[config.mk]
export PLATFORM = sky130hd
export DESIGN_NAME = counting_semaphore_fifo_waitq
export DESIGN_NICKNAME = d
export VERILOG_FILES = /design/src/rtl/csfw_pkg.sv /design/src/rtl/csfw_wait_mem.sv /design/src/rtl/csfw_ctrl.sv /design/src/rtl/counting_semaphore_fifo_waitq.sv
export SDC_FILE = /design/constraint.sdc
export NUM_CORES = 1
export LEC_CHECK = 0
export BUFFER_PORTS_ARGS = -buffer_cell sky130_fd_sc_hd__clkbuf_2
export CORE_ASPECT_RATIO = 1.75
export CORE_MARGIN = 2
export CORE_UTILIZATION = 50
export CTS_BUF_LIST = sky130_fd_sc_hd__clkbuf_8
export DETAILED_ROUTE_END_ITERATION = 10
export PLACE_DENSITY_LB_ADDON = 0.12
export SLEW_MARGIN = 40
export SYNTH_ARGS = -nofsm -noshare
export SYNTH_HDL_FRONTEND = slang
export SYNTH_SLANG_ARGS = --single-unit
[constraint.sdc]
create_clock -name i_clk -period 7.03 [get_ports i_clk]
set_clock_uncertainty 0.05 [all_clocks]
set_input_delay 0.703 -clock i_clk [delete_from_list [all_inputs] [get_ports i_clk]]
set_output_delay 0.703 -clock i_clk [all_outputs]
set_load 0.005 [all_outputs]
[src/rtl/csfw_pkg.sv]
// Shared types for the counting semaphore with FIFO wait queue.
package csfw_pkg;

    typedef enum logic [2:0] {
        ST_GRANTED   = 3'd0,
        ST_QUEUED    = 3'd1,
        ST_DUPLICATE = 3'd2,
        ST_WOKEN     = 3'd3,
        ST_RAISED    = 3'd4,
        ST_FULL      = 3'd5,
        ST_SATURATED = 3'd6
    } t_status;

    typedef enum logic {
        CMD_DOWN = 1'b0,
        CMD_UP   = 1'b1
    } t_cmd;

    typedef enum logic [3:0] {
        S_IDLE = 4'b0001,
        S_SCAN = 4'b0010,
        S_WAKE = 4'b0100,
        S_DONE = 4'b1000
    } t_state;

    localparam int CFG_BITS = 8;

endpackage

[src/rtl/csfw_wait_mem.sv]
// Wait queue storage: one write port, one registered read port.
module csfw_wait_mem #(
    parameter int DEPTH = 16,
    parameter int WIDTH = 8
) (
    input  logic                     i_clk,
    input  logic                     i_wr_en,
    input  logic [$clog2(DEPTH)-1:0] i_wr_addr,
    input  logic [WIDTH-1:0]         i_wr_data,
    input  logic [$clog2(DEPTH)-1:0] i_rd_addr,
    output logic [WIDTH-1:0]         o_rd_data
);

    logic [WIDTH-1:0] r_mem [DEPTH];
    logic [WIDTH-1:0] r_rd_data;

    always_ff @(posedge i_clk) begin
        if (i_wr_en) begin
            r_mem[i_wr_addr] <= i_wr_data;
        end
    end

    always_ff @(posedge i_clk) begin
        r_rd_data <= r_mem[i_rd_addr];
    end

    assign o_rd_data = r_rd_data;

endmodule

[src/rtl/csfw_ctrl.sv]
// Sequencer, count and queue pointers, and the single duplicate-compare unit.
module csfw_ctrl
    import csfw_pkg::*;
#(
    parameter int QUEUE_DEPTH    = 16,
    parameter int THREAD_ID_BITS = 8,
    parameter int COUNT_BITS     = 8,
    localparam int PTR_W = $clog2(QUEUE_DEPTH),
    localparam int OCC_W = $clog2(QUEUE_DEPTH + 1)
) (
    input  logic                      i_clk,
    input  logic                      i_rst_n,
    input  logic                      i_in_valid,
    output logic                      o_in_stall,
    input  logic                      i_cmd,
    input  logic [THREAD_ID_BITS-1:0] i_requester_thread,
    input  logic                      i_cfg_valid,
    output logic                      o_cfg_ready,
    input  logic [CFG_BITS-1:0]       i_cfg_initial_count,
    input  logic                      i_out_free,
    output logic                      o_done,
    output t_status                   o_status,
    output logic [THREAD_ID_BITS-1:0] o_woken_thread,
    output logic [COUNT_BITS-1:0]     o_count_now,
    output logic [OCC_W-1:0]          o_waiters_now,
    output logic                      o_mem_we,
    output logic [PTR_W-1:0]          o_mem_waddr,
    output logic [THREAD_ID_BITS-1:0] o_mem_wdata,
    output logic [PTR_W-1:0]          o_mem_raddr,
    input  logic [THREAD_ID_BITS-1:0] i_mem_rdata
);

    localparam logic [COUNT_BITS-1:0] CNT_MAX = {COUNT_BITS{1'b1}};

    t_state                    r_state, n_state;
    logic [COUNT_BITS-1:0]     r_count, n_count;
    logic [PTR_W-1:0]          r_head, n_head;
    logic [PTR_W-1:0]          r_tail, n_tail;
    logic [OCC_W-1:0]          r_occ, n_occ;
    logic [PTR_W-1:0]          r_ptr, n_ptr;
    logic [OCC_W-1:0]          r_iss, n_iss;
    logic                      r_pend, n_pend;
    logic [THREAD_ID_BITS-1:0] r_tid, n_tid;
    t_status                   r_status, n_status;
    logic [THREAD_ID_BITS-1:0] r_woken, n_woken;
    logic [COUNT_BITS-1:0]     cfg_count;
    logic                      in_acc;
    logic                      cfg_acc;
    logic                      issue;
    logic                      idle;

    function automatic logic [PTR_W-1:0] f_next(input logic [PTR_W-1:0] p);
        return (p == PTR_W'(QUEUE_DEPTH - 1)) ? '0 : p + 1'b1;
    endfunction

    generate
        if (COUNT_BITS >= CFG_BITS) begin : g_cfg_wide
            assign cfg_count = COUNT_BITS'(i_cfg_initial_count);
        end else begin : g_cfg_cap
            assign cfg_count = (|i_cfg_initial_count[CFG_BITS-1:COUNT_BITS]) ? CNT_MAX
                             : i_cfg_initial_count[COUNT_BITS-1:0];
        end
    endgenerate

    assign idle        = (r_state == S_IDLE);
    assign o_cfg_ready = idle;
    assign cfg_acc     = i_cfg_valid & idle;
    assign o_in_stall  = ~idle | i_cfg_valid;
    assign in_acc      = i_in_valid & ~o_in_stall;
    assign issue       = (r_iss != r_occ);
    assign o_mem_raddr = (r_state == S_SCAN) ? r_ptr : r_head;

    always_comb begin
        n_state     = r_state;
        n_count     = r_count;
        n_head      = r_head;
        n_tail      = r_tail;
        n_occ       = r_occ;
        n_ptr       = r_ptr;
        n_iss       = r_iss;
        n_pend      = r_pend;
        n_tid       = r_tid;
        n_status    = r_status;
        n_woken     = r_woken;
        o_mem_we    = 1'b0;
        o_mem_waddr = r_tail;
        o_mem_wdata = r_tid;
        unique case (r_state)
            S_IDLE: begin
                if (cfg_acc) begin
                    n_count = cfg_count;
                    n_head  = '0;
                    n_tail  = '0;
                    n_occ   = '0;
                end else if (in_acc) begin
                    n_tid   = i_requester_thread;
                    n_woken = '0;
                    if (t_cmd'(i_cmd) == CMD_DOWN) begin
                        if (r_count != '0) begin
                            n_count  = r_count - 1'b1;
                            n_status = ST_GRANTED;
                            n_state  = S_DONE;
                        end else if (r_occ == '0) begin
                            o_mem_we    = 1'b1;
                            o_mem_wdata = i_requester_thread;
                            n_tail      = f_next(r_tail);
                            n_occ       = r_occ + 1'b1;
                            n_status    = ST_QUEUED;
                            n_state     = S_DONE;
                        end else begin
                            n_ptr   = r_head;
                            n_iss   = '0;
                            n_pend  = 1'b0;
                            n_state = S_SCAN;
                        end
                    end else begin
                        if (r_occ != '0) begin
                            n_state = S_WAKE;
                        end else if (r_count == CNT_MAX) begin
                            n_status = ST_SATURATED;
                            n_state  = S_DONE;
                        end else begin
                            n_count  = r_count + 1'b1;
                            n_status = ST_RAISED;
                            n_state  = S_DONE;
                        end
                    end
                end
            end
            S_SCAN: begin
                if (issue) begin
                    n_ptr = f_next(r_ptr);
                    n_iss = r_iss + 1'b1;
                end
                n_pend = issue;
                if (r_pend && (i_mem_rdata == r_tid)) begin
                    n_status = ST_DUPLICATE;
                    n_state  = S_DONE;
                end else if (r_pend && !issue) begin
                    if (r_occ == OCC_W'(QUEUE_DEPTH)) begin
                        n_status = ST_FULL;
                    end else begin
                        o_mem_we = 1'b1;
                        n_tail   = f_next(r_tail);
                        n_occ    = r_occ + 1'b1;
                        n_status = ST_QUEUED;
                    end
                    n_state = S_DONE;
                end
            end
            S_WAKE: begin
                n_woken  = i_mem_rdata;
                n_head   = f_next(r_head);
                n_occ    = r_occ - 1'b1;
                n_status = ST_WOKEN;
                n_state  = S_DONE;
            end
            S_DONE: begin
                if (i_out_free) begin
                    n_state = S_IDLE;
                end
            end
            default: begin
                n_state = S_IDLE;
            end
        endcase
    end

    always_ff @(posedge i_clk) begin
        if (!i_rst_n) begin
            r_state <= S_IDLE;
            r_count <= '0;
            r_head  <= '0;
            r_tail  <= '0;
            r_occ   <= '0;
            r_iss   <= '0;
            r_pend  <= 1'b0;
        end else begin
            r_state <= n_state;
            r_count <= n_count;
            r_head  <= n_head;
            r_tail  <= n_tail;
            r_occ   <= n_occ;
            r_iss   <= n_iss;
            r_pend  <= n_pend;
        end
    end

    always_ff @(posedge i_clk) begin
        r_ptr    <= n_ptr;
        r_tid    <= n_tid;
        r_status <= n_status;
        r_woken  <= n_woken;
    end

    assign o_done         = (r_state == S_DONE);
    assign o_status       = r_status;
    assign o_woken_thread = r_woken;
    assign o_count_now    = r_count;
    assign o_waiters_now  = r_occ;

    a_occ_bound: assert property (@(posedge i_clk) disable iff (!i_rst_n)
        r_occ <= OCC_W'(QUEUE_DEPTH))
        else $error("waiter count above queue depth");

    a_accept_busy: assert property (@(posedge i_clk) disable iff (!i_rst_n)
        in_acc |=> !idle)
        else $error("accepted transaction left sequencer idle");

    a_wake_pop: assert property (@(posedge i_clk) disable iff (!i_rst_n)
        (r_state == S_WAKE) |=> (r_occ == $past(r_occ) - 1'b1) && (r_status == ST_WOKEN))
        else $error("wake did not pop one waiter");

    a_done_release: assert property (@(posedge i_clk) disable iff (!i_rst_n)
        (o_done && i_out_free) |=> idle)
        else $error("result handoff did not return to idle");

    a_scan_bound: assert property (@(posedge i_clk) disable iff (!i_rst_n)
        (r_state == S_SCAN) |-> (r_iss <= r_occ))
        else $error("scan issued past occupancy");

endmodule

[src/rtl/counting_semaphore_fifo_waitq.sv]
// Counting semaphore with FIFO wait queue: top level, output register.
// Path to o_out_valid: grant, raise, saturate, or queue on an empty queue pass S_DONE and the
// output register; wake adds S_WAKE; down on a nonempty queue adds S_SCAN (one entry compared per
// cycle through the single read port of the wait memory, until a duplicate or the queue's end).
// The next transaction is accepted once the result is handed off.
// Reset: count 0, queue empty; wait memory contents are not cleared.
module counting_semaphore_fifo_waitq
    import csfw_pkg::*;
#(
    parameter int QUEUE_DEPTH    = 16,
    parameter int THREAD_ID_BITS = 8,
    parameter int COUNT_BITS     = 8
) (
    input  logic                                 i_clk,
    input  logic                                 i_rst_n,
    input  logic                                 i_in_valid,
    output logic                                 o_in_stall,
    input  logic                                 i_cmd,
    input  logic [THREAD_ID_BITS-1:0]            i_requester_thread,
    output logic                                 o_out_valid,
    input  logic                                 i_out_stall,
    output logic [2:0]                           o_status,
    output logic [THREAD_ID_BITS-1:0]            o_woken_thread,
    output logic [COUNT_BITS-1:0]                o_count_now,
    output logic [$clog2(QUEUE_DEPTH+1)-1:0]     o_waiters_now,
    input  logic                                 i_cfg_valid,
    output logic                                 o_cfg_ready,
    input  logic [CFG_BITS-1:0]                  i_cfg_initial_count
);

    localparam int PTR_W = $clog2(QUEUE_DEPTH);
    localparam int OCC_W = $clog2(QUEUE_DEPTH + 1);

    logic                      out_free;
    logic                      done;
    t_status                   res_status;
    logic [THREAD_ID_BITS-1:0] res_woken;
    logic [COUNT_BITS-1:0]     res_count;
    logic [OCC_W-1:0]          res_occ;
    logic                      mem_we;
    logic [PTR_W-1:0]          mem_waddr;
    logic [THREAD_ID_BITS-1:0] mem_wdata;
    logic [PTR_W-1:0]          mem_raddr;
    logic [THREAD_ID_BITS-1:0] mem_rdata;

    logic                      r_out_valid;
    t_status                   r_out_status;
    logic [THREAD_ID_BITS-1:0] r_out_woken;
    logic [COUNT_BITS-1:0]     r_out_count;
    logic [OCC_W-1:0]          r_out_occ;

    assign out_free = ~r_out_valid | ~i_out_stall;

    csfw_ctrl #(
        .QUEUE_DEPTH   (QUEUE_DEPTH),
        .THREAD_ID_BITS(THREAD_ID_BITS),
        .COUNT_BITS    (COUNT_BITS)
    ) u_ctrl (
        .i_clk              (i_clk),
        .i_rst_n            (i_rst_n),
        .i_in_valid         (i_in_valid),
        .o_in_stall         (o_in_stall),
        .i_cmd              (i_cmd),
        .i_requester_thread (i_requester_thread),
        .i_cfg_valid        (i_cfg_valid),
        .o_cfg_ready        (o_cfg_ready),
        .i_cfg_initial_count(i_cfg_initial_count),
        .i_out_free         (out_free),
        .o_done             (done),
        .o_status           (res_status),
        .o_woken_thread     (res_woken),
        .o_count_now        (res_count),
        .o_waiters_now      (res_occ),
        .o_mem_we           (mem_we),
        .o_mem_waddr        (mem_waddr),
        .o_mem_wdata        (mem_wdata),
        .o_mem_raddr        (mem_raddr),
        .i_mem_rdata        (mem_rdata)
    );

    csfw_wait_mem #(
        .DEPTH(QUEUE_DEPTH),
        .WIDTH(THREAD_ID_BITS)
    ) u_wait_mem (
        .i_clk    (i_clk),
        .i_wr_en  (mem_we),
        .i_wr_addr(mem_waddr),
        .i_wr_data(mem_wdata),
        .i_rd_addr(mem_raddr),
        .o_rd_data(mem_rdata)
    );

    always_ff @(posedge i_clk) begin
        if (!i_rst_n) begin
            r_out_valid <= 1'b0;
        end else if (out_free) begin
            r_out_valid <= done;
        end
    end

    always_ff @(posedge i_clk) begin
        if (out_free && done) begin
            r_out_status <= res_status;
            r_out_woken  <= res_woken;
            r_out_count  <= res_count;
            r_out_occ    <= res_occ;
        end
    end

    assign o_out_valid    = r_out_valid;
    assign o_status       = r_out_status;
    assign o_woken_thread = r_out_woken;
    assign o_count_now    = r_out_count;
    assign o_waiters_now  = r_out_occ;

endmodule

# Word-level counts from Yosys, hierarchy flattened
# Memories as Yosys holds them, arrays and structs flattened. A register that Yosys moved wholly into a read port is not among the register bits.
# Index checks and enable logic that the tools add are counted.
# classes
reduce_logical	22
bitwise	9
mux	91
add_sub_neg	8
n_eq_ne	31
# op_table
op	n
4-bit 2-to-1 mux	28
8-bit 2-to-1 mux	14
5-bit 2-to-1 mux	14
3-bit 2-to-1 mux	9
4-bit one-hot mux with 2 select lines	3
4-bit equality test (second input constant)	4
2-bit inequality test (second input constant)	8
4-bit one-hot mux with 4 select lines	1
8-bit one-hot mux with 2 select lines	1
8-bit AND reduction	2
1-bit 2-to-1 mux	15
3-bit by 2-bit inequality test with 1-bit output (second input constant)	5
5-bit one-hot mux with 3 select lines	1
4-bit by 1-bit adder with 4-bit output (second input constant)	3
6-bit AND reduction	2
5-bit by 1-bit adder with 5-bit output (second input constant)	2
5-bit one-hot mux with 2 select lines	1
3-bit one-hot mux with 3 select lines	1
8-bit by 1-bit adder with 8-bit output (second input constant)	1
8-bit equality test	1
8-bit equality test (second input constant)	1
8-bit nonzero test	1
8-bit by 1-bit subtractor with 8-bit output (second input constant)	1
7-bit AND reduction	1
other kinds (25)	41
# totals
ramBits	128
wordCells	178
reg_bits	79
in_bits	22
n_memories	1
out_inout_bits	27
# memory_table
memory	depth	width	rd	rd_ports_with_merged_regs	write_ports	line_no	rtl
u_wait_mem.r_mem	16	8	1	1	1	csfw_wait_mem.sv:14	logic [WIDTH-1:0] r_mem [DEPTH];

# Logic depth before layout (Yosys ltp)
# logic_depth
word_depth	10
ltp_mapped	9
depth_no_buf	8

# By module
# From an unflattened synthesis, not the netlist that was laid out.
# hier_totals
hier_cells	615
hier_area_um2	9156.3
# by_module_without_submodules
mod	area_each_um2	seq_area_each_um2	cells_per_inst	instances
csfw_wait_mem	5147.4	4003.8	229	1
csfw_ctrl	3246.9	1311.3	357	1
counting_semaphore_fifo_waitq	762.0	740.7	29	1

# Least setup slack after synthesis
# Ideal clock, no wire load.
# synth_path
kind	flip-flop to flip-flop
from	register u_ctrl.r_occ[0], in the netlist u_ctrl.o_waiters_now[0]
to	memory u_wait_mem.r_mem[0][0] (enable)
n_path_buf	0
required_ns	6.597
period_less_slack_ns	2.883
stages_incl_launch_ff	9
arrival_ns	2.449
path_slack_ns	4.147
setup_ns	0.383
path_cell_list	dfxtp_1 > inv_1 > ha_1 > nand2_1 > nor3_1 > or4_1 > o32ai_1 > nand2_1 > nor3_1
# synth_via
elab_chain_cells	9
elab_cells_between_ends	16
classes_between	eq/ne (2); mux (11); reduce/logical (3)
# synth_lines
item	line_no	rtl
start: declaration	csfw_ctrl.sv:39	logic [OCC_W-1:0] r_occ, n_occ;
start signal: assignment	csfw_ctrl.sv:183	r_occ <= n_occ;
5-bit zero test	csfw_ctrl.sv:103	end else if (r_occ == '0) begin
1-bit 2-to-1 mux	csfw_ctrl.sv:103	
1-bit 2-to-1 mux	csfw_ctrl.sv:99	if (r_count != '0) begin
1-bit 2-to-1 mux	csfw_ctrl.sv:98	if (t_cmd'(i_cmd) == CMD_DOWN) begin
1-bit 2-to-1 mux	csfw_ctrl.sv:95	end else if (in_acc) begin
1-bit 2-to-1 mux	csfw_ctrl.sv:90	if (cfg_acc) begin
1-bit one-hot mux with 2 select lines *	csfw_ctrl.sv:88	unique case (r_state)
1-bit 2-to-1 mux *	csfw_wait_mem.sv:18	if (i_wr_en) begin
1-bit 2-to-1 mux (not written as such) *	csfw_wait_mem.sv:19	r_mem[i_wr_addr] <= i_wr_data;
end: declaration	csfw_wait_mem.sv:14	
# Every way passes the cells marked *; elsewhere a longest branch is shown, timed or not.

# Worst setup path after layout
# layout_path
from	register u_ctrl.r_occ[3], in the netlist u_ctrl.o_waiters_now[3]
to	memory u_wait_mem.r_mem[4][5] (enable)
# The elaborated chain is that of the path after synthesis.

==> metrics.txt <==
gate count of the mapped netlist=732; Layout area overhead=12.9%; GRT Overall Usage=0.233; post-cts hold buffer count=0; Antenna diodes=0; Ports=between 40 and 50; RSZ-0062 raised after global routing=no; Yosys warnings=0; global-route wire length before repair=about 34000 um; Num CTS Buffers=30; met1 usage=0.251; outcome=completed; Rows=65; CTS resizes=0; reg-to-reg startpoint=u_ctrl.o_waiters_now[3]$_SDFFE_PN0P_; drt total wl=22500 um; Root Driver=clkbuf_8; final critical-path share of the clock period=0.485; Worst Hold Class=in -> reg; Max stage delay cell, worst path=dfxtp_1; Vias=just over 6k; CP peak stage delay=between 600 and 700 ps; worst IR drop on VDD=~0.17 mV; crit path launch type=flip-flop; area of the die=19600 um^2; met3 usage=0.0284; number of fill cells=roughly 1.5k; hold path start=i_requester_thread[6]; FFs w/ async S/R, synth=0; number of antenna violations at the first check in global routing=0; Crit Path Class=reg -> reg; post-DR vias/cell=~5.8; Tmin final=approximately 3400 ps; Final Wtd Congestion=approximately 0.98; Antenna Violating Nets Remaining=0; setup TNS=0 ps; Die Y=184 um; largest net degree at the start of global routing=57; vias in the first global route=between 6k and 7k; Die W=roughly 110 um; Detailed Place HPWL=15600 um; syn_nets=between 700 and 800; post-DR wirelength/cell=approximately 22 um; layout cells sized above 1=0.166; Critical path buffers and inverters=0; Seq/Total Area, Yosys=0.657; met2 global-route usage=0.447; Worst setup EP type=flip-flop; Clock Path Buffers=3; CP delay by family, top=simple AND/OR/NAND/NOR gates; Worst Path Required=7170 ps; total core area=between 15000 and 20000 um^2; Overflow after GRT=0; CP max FO=15; number of unique standard cell types used by synthesis=58; Pleak=about 3.6 nW; 1st-iter DRT viols=438; Sinks on Clock Net=between 200 and 250; total power=between 3 and 4 mW; max-slew violations=0; synthesized area per cell=about 13 um^2; Final nets=slightly above 800; CP cell instances=xnor2_1, nand3_1, or4_1, o32ai_1, nand2_1, nor2_1; Final Hold Fails=0; fmax=between 200 and 300 MHz; Hold Slack=slightly below 300 ps; H-tree depth=1; Clock Latency Late Sink=560 ps; clk slew on worst S/H paths=approximately 70 ps; Max Cap Violations=0; Main synth FF type=edfxtp_1; drt first pass iters=5; GRT busiest layer=met2; CTS tree=yes; Synth Cell Area=a little over 9000 um^2; IO Port Bufs=48; Slew Limit Headroom=0.482; EDFF count, synth=175; Yosys reg bits=around 220; Worst-Margin Slew=approximately 780 ps; DRC errors left=0; Critical Path Start=u_ctrl.o_waiters_now[3]$_SDFFE_PN0P_; WP data arrival=3550 ps; pwr/cell area=305 nW/um^2; Initial Util=0.511; final setup violating endpoints=0; setup bufs post-CTS=0
## layout make-up
type	count	area [um^2]	area share
Clock buffer	37	509	0.0489
Clock inverter	18	204	0.0196
Inverter	16	60.1	0.00577
Multi-Input combinational cell	466	3000	0.289
Sequential cell	215	6060	0.582
Tap cell	234	293	0.0281
Timing Repair Buffer	54	285	0.0274
## placed cells by master, fill, tap and decap left out, types with 11 or more instances in the layout
cell,count
nand3_1,54
nor2_1,27
xnor2_1,23
nand4_1,13
clkbuf_8,37
edfxtp_1,175
nand2_1,125
dfxtp_1,40
inv_1,22
and2_1,11
clkbuf_2,48
a21oi_1,31
o21ai_0,31
ha_1,15
## metrics by stage
stage	instance area [um^2]	setup slack (ps)	std cells	util
floorplan	9220	4150	732	-
global placement	9670	3440	985	0.536
detailed placement	9690	3610	985	0.537
CTS	10400	3650	1040	0.576
global route	10400	3420	1040	0.577
finish	10400	3620	1040	0.577
## registers in the layout (all words and copies together) (netlist names), 4 cells and up
signal and count:
u_wait_mem.r_mem 128, u_ctrl.r_ptr 4, u_ctrl.r_iss 5, u_ctrl.o_woken_thread 8, u_ctrl.r_head 4, o_waiters_now 5, u_ctrl.r_tid 8, o_woken_thread 8
u_wait_mem.o_rd_data 8, u_ctrl.o_count_now 8, u_ctrl.r_state 4, o_count_now 8, u_ctrl.o_mem_waddr 4, u_ctrl.o_waiters_now 5
## kinds of logic after synthesis
family | share of synthesized area
AND/OR/NAND/NOR | 0.144
flip-flops | 0.657
AO/OA/AOI/OAI | 0.0859
buffers and inverters | 0.0219
multiplexers | 0.0437
XOR/XNOR | 0.0247
adder cells (fa/ha/maj) | 0.0225
## power by group
group	internal, mW	total [mW]	leakage (nW)	switching, mW
clock	0.658	1.12	0.389	0.460
sequential	1.49	1.56	1.91	0.0689
combinational	0.182	0.496	1.32	0.314
total	2.33	3.17	3.62	0.842
## metal layers
metal / wire length (um) / part of all wire
met5: 0 / 0
met4: 1060 / 0.047
met3: 982 / 0.044
met2: 12400 / 0.55
met1: 8090 / 0.36
## cells in the mapped netlist (2+ instances only)
cell | number | area, um^2
edfxtp_1 | 175 | 5260
nand2_1 | 125 | 469
nand3_1 | 54 | 270
dfxtp_1 | 40 | 801
a21oi_1 | 32 | 160
o21ai_0 | 31 | 155
nor2_1 | 27 | 101
clkbuf_1 | 25 | 93.8
xnor2_1 | 23 | 201
inv_1 | 16 | 60.1
ha_1 | 15 | 188
nand4_1 | 13 | 81.3
nor3_1 | 13 | 65.1
and2_1 | 11 | 68.8
mux2i_1 | 11 | 110
mux2_2 | 10 | 113
a21boi_0 | 9 | 67.6
a32oi_1 | 9 | 78.8
a22oi_1 | 8 | 60.1
buf_2 | 8 | 40.0
mux4_2 | 8 | 180
or4_1 | 5 | 37.5
o21ai_1 | 4 | 20.0
a311oi_1 | 3 | 26.3
a31oi_1 | 3 | 18.8
nand2b_1 | 3 | 18.8
nor2b_1 | 3 | 18.8
nor3b_1 | 3 | 22.5
o211ai_1 | 3 | 22.5
o21a_1 | 3 | 22.5
xor2_1 | 3 | 26.3
a21boi_1 | 2 | 15.0
a21o_1 | 2 | 15.0
and2_0 | 2 | 12.5
buf_1 | 2 | 7.51
nor4b_4 | 2 | 47.6
o2111ai_1 | 2 | 17.5
o31a_1 | 2 | 17.5
o32ai_1 | 2 | 17.5
or3_1 | 2 | 12.5
## worst paths after layout
kind / endpoint / slack [ps] / cells after the start
min: u_ctrl.r_tid[6]$_DFFE_PP_ / 290 / 1
min reg2reg: o_woken_thread[4]$_DFFE_PP_ / 370 / 0
max: u_wait_mem.r_mem[4][5]$_DFFE_PP_ / 3620 / 6
max reg2reg: u_wait_mem.r_mem[4][5]$_DFFE_PP_ / 3620 / 6
(Power assumes the default switching activity.)
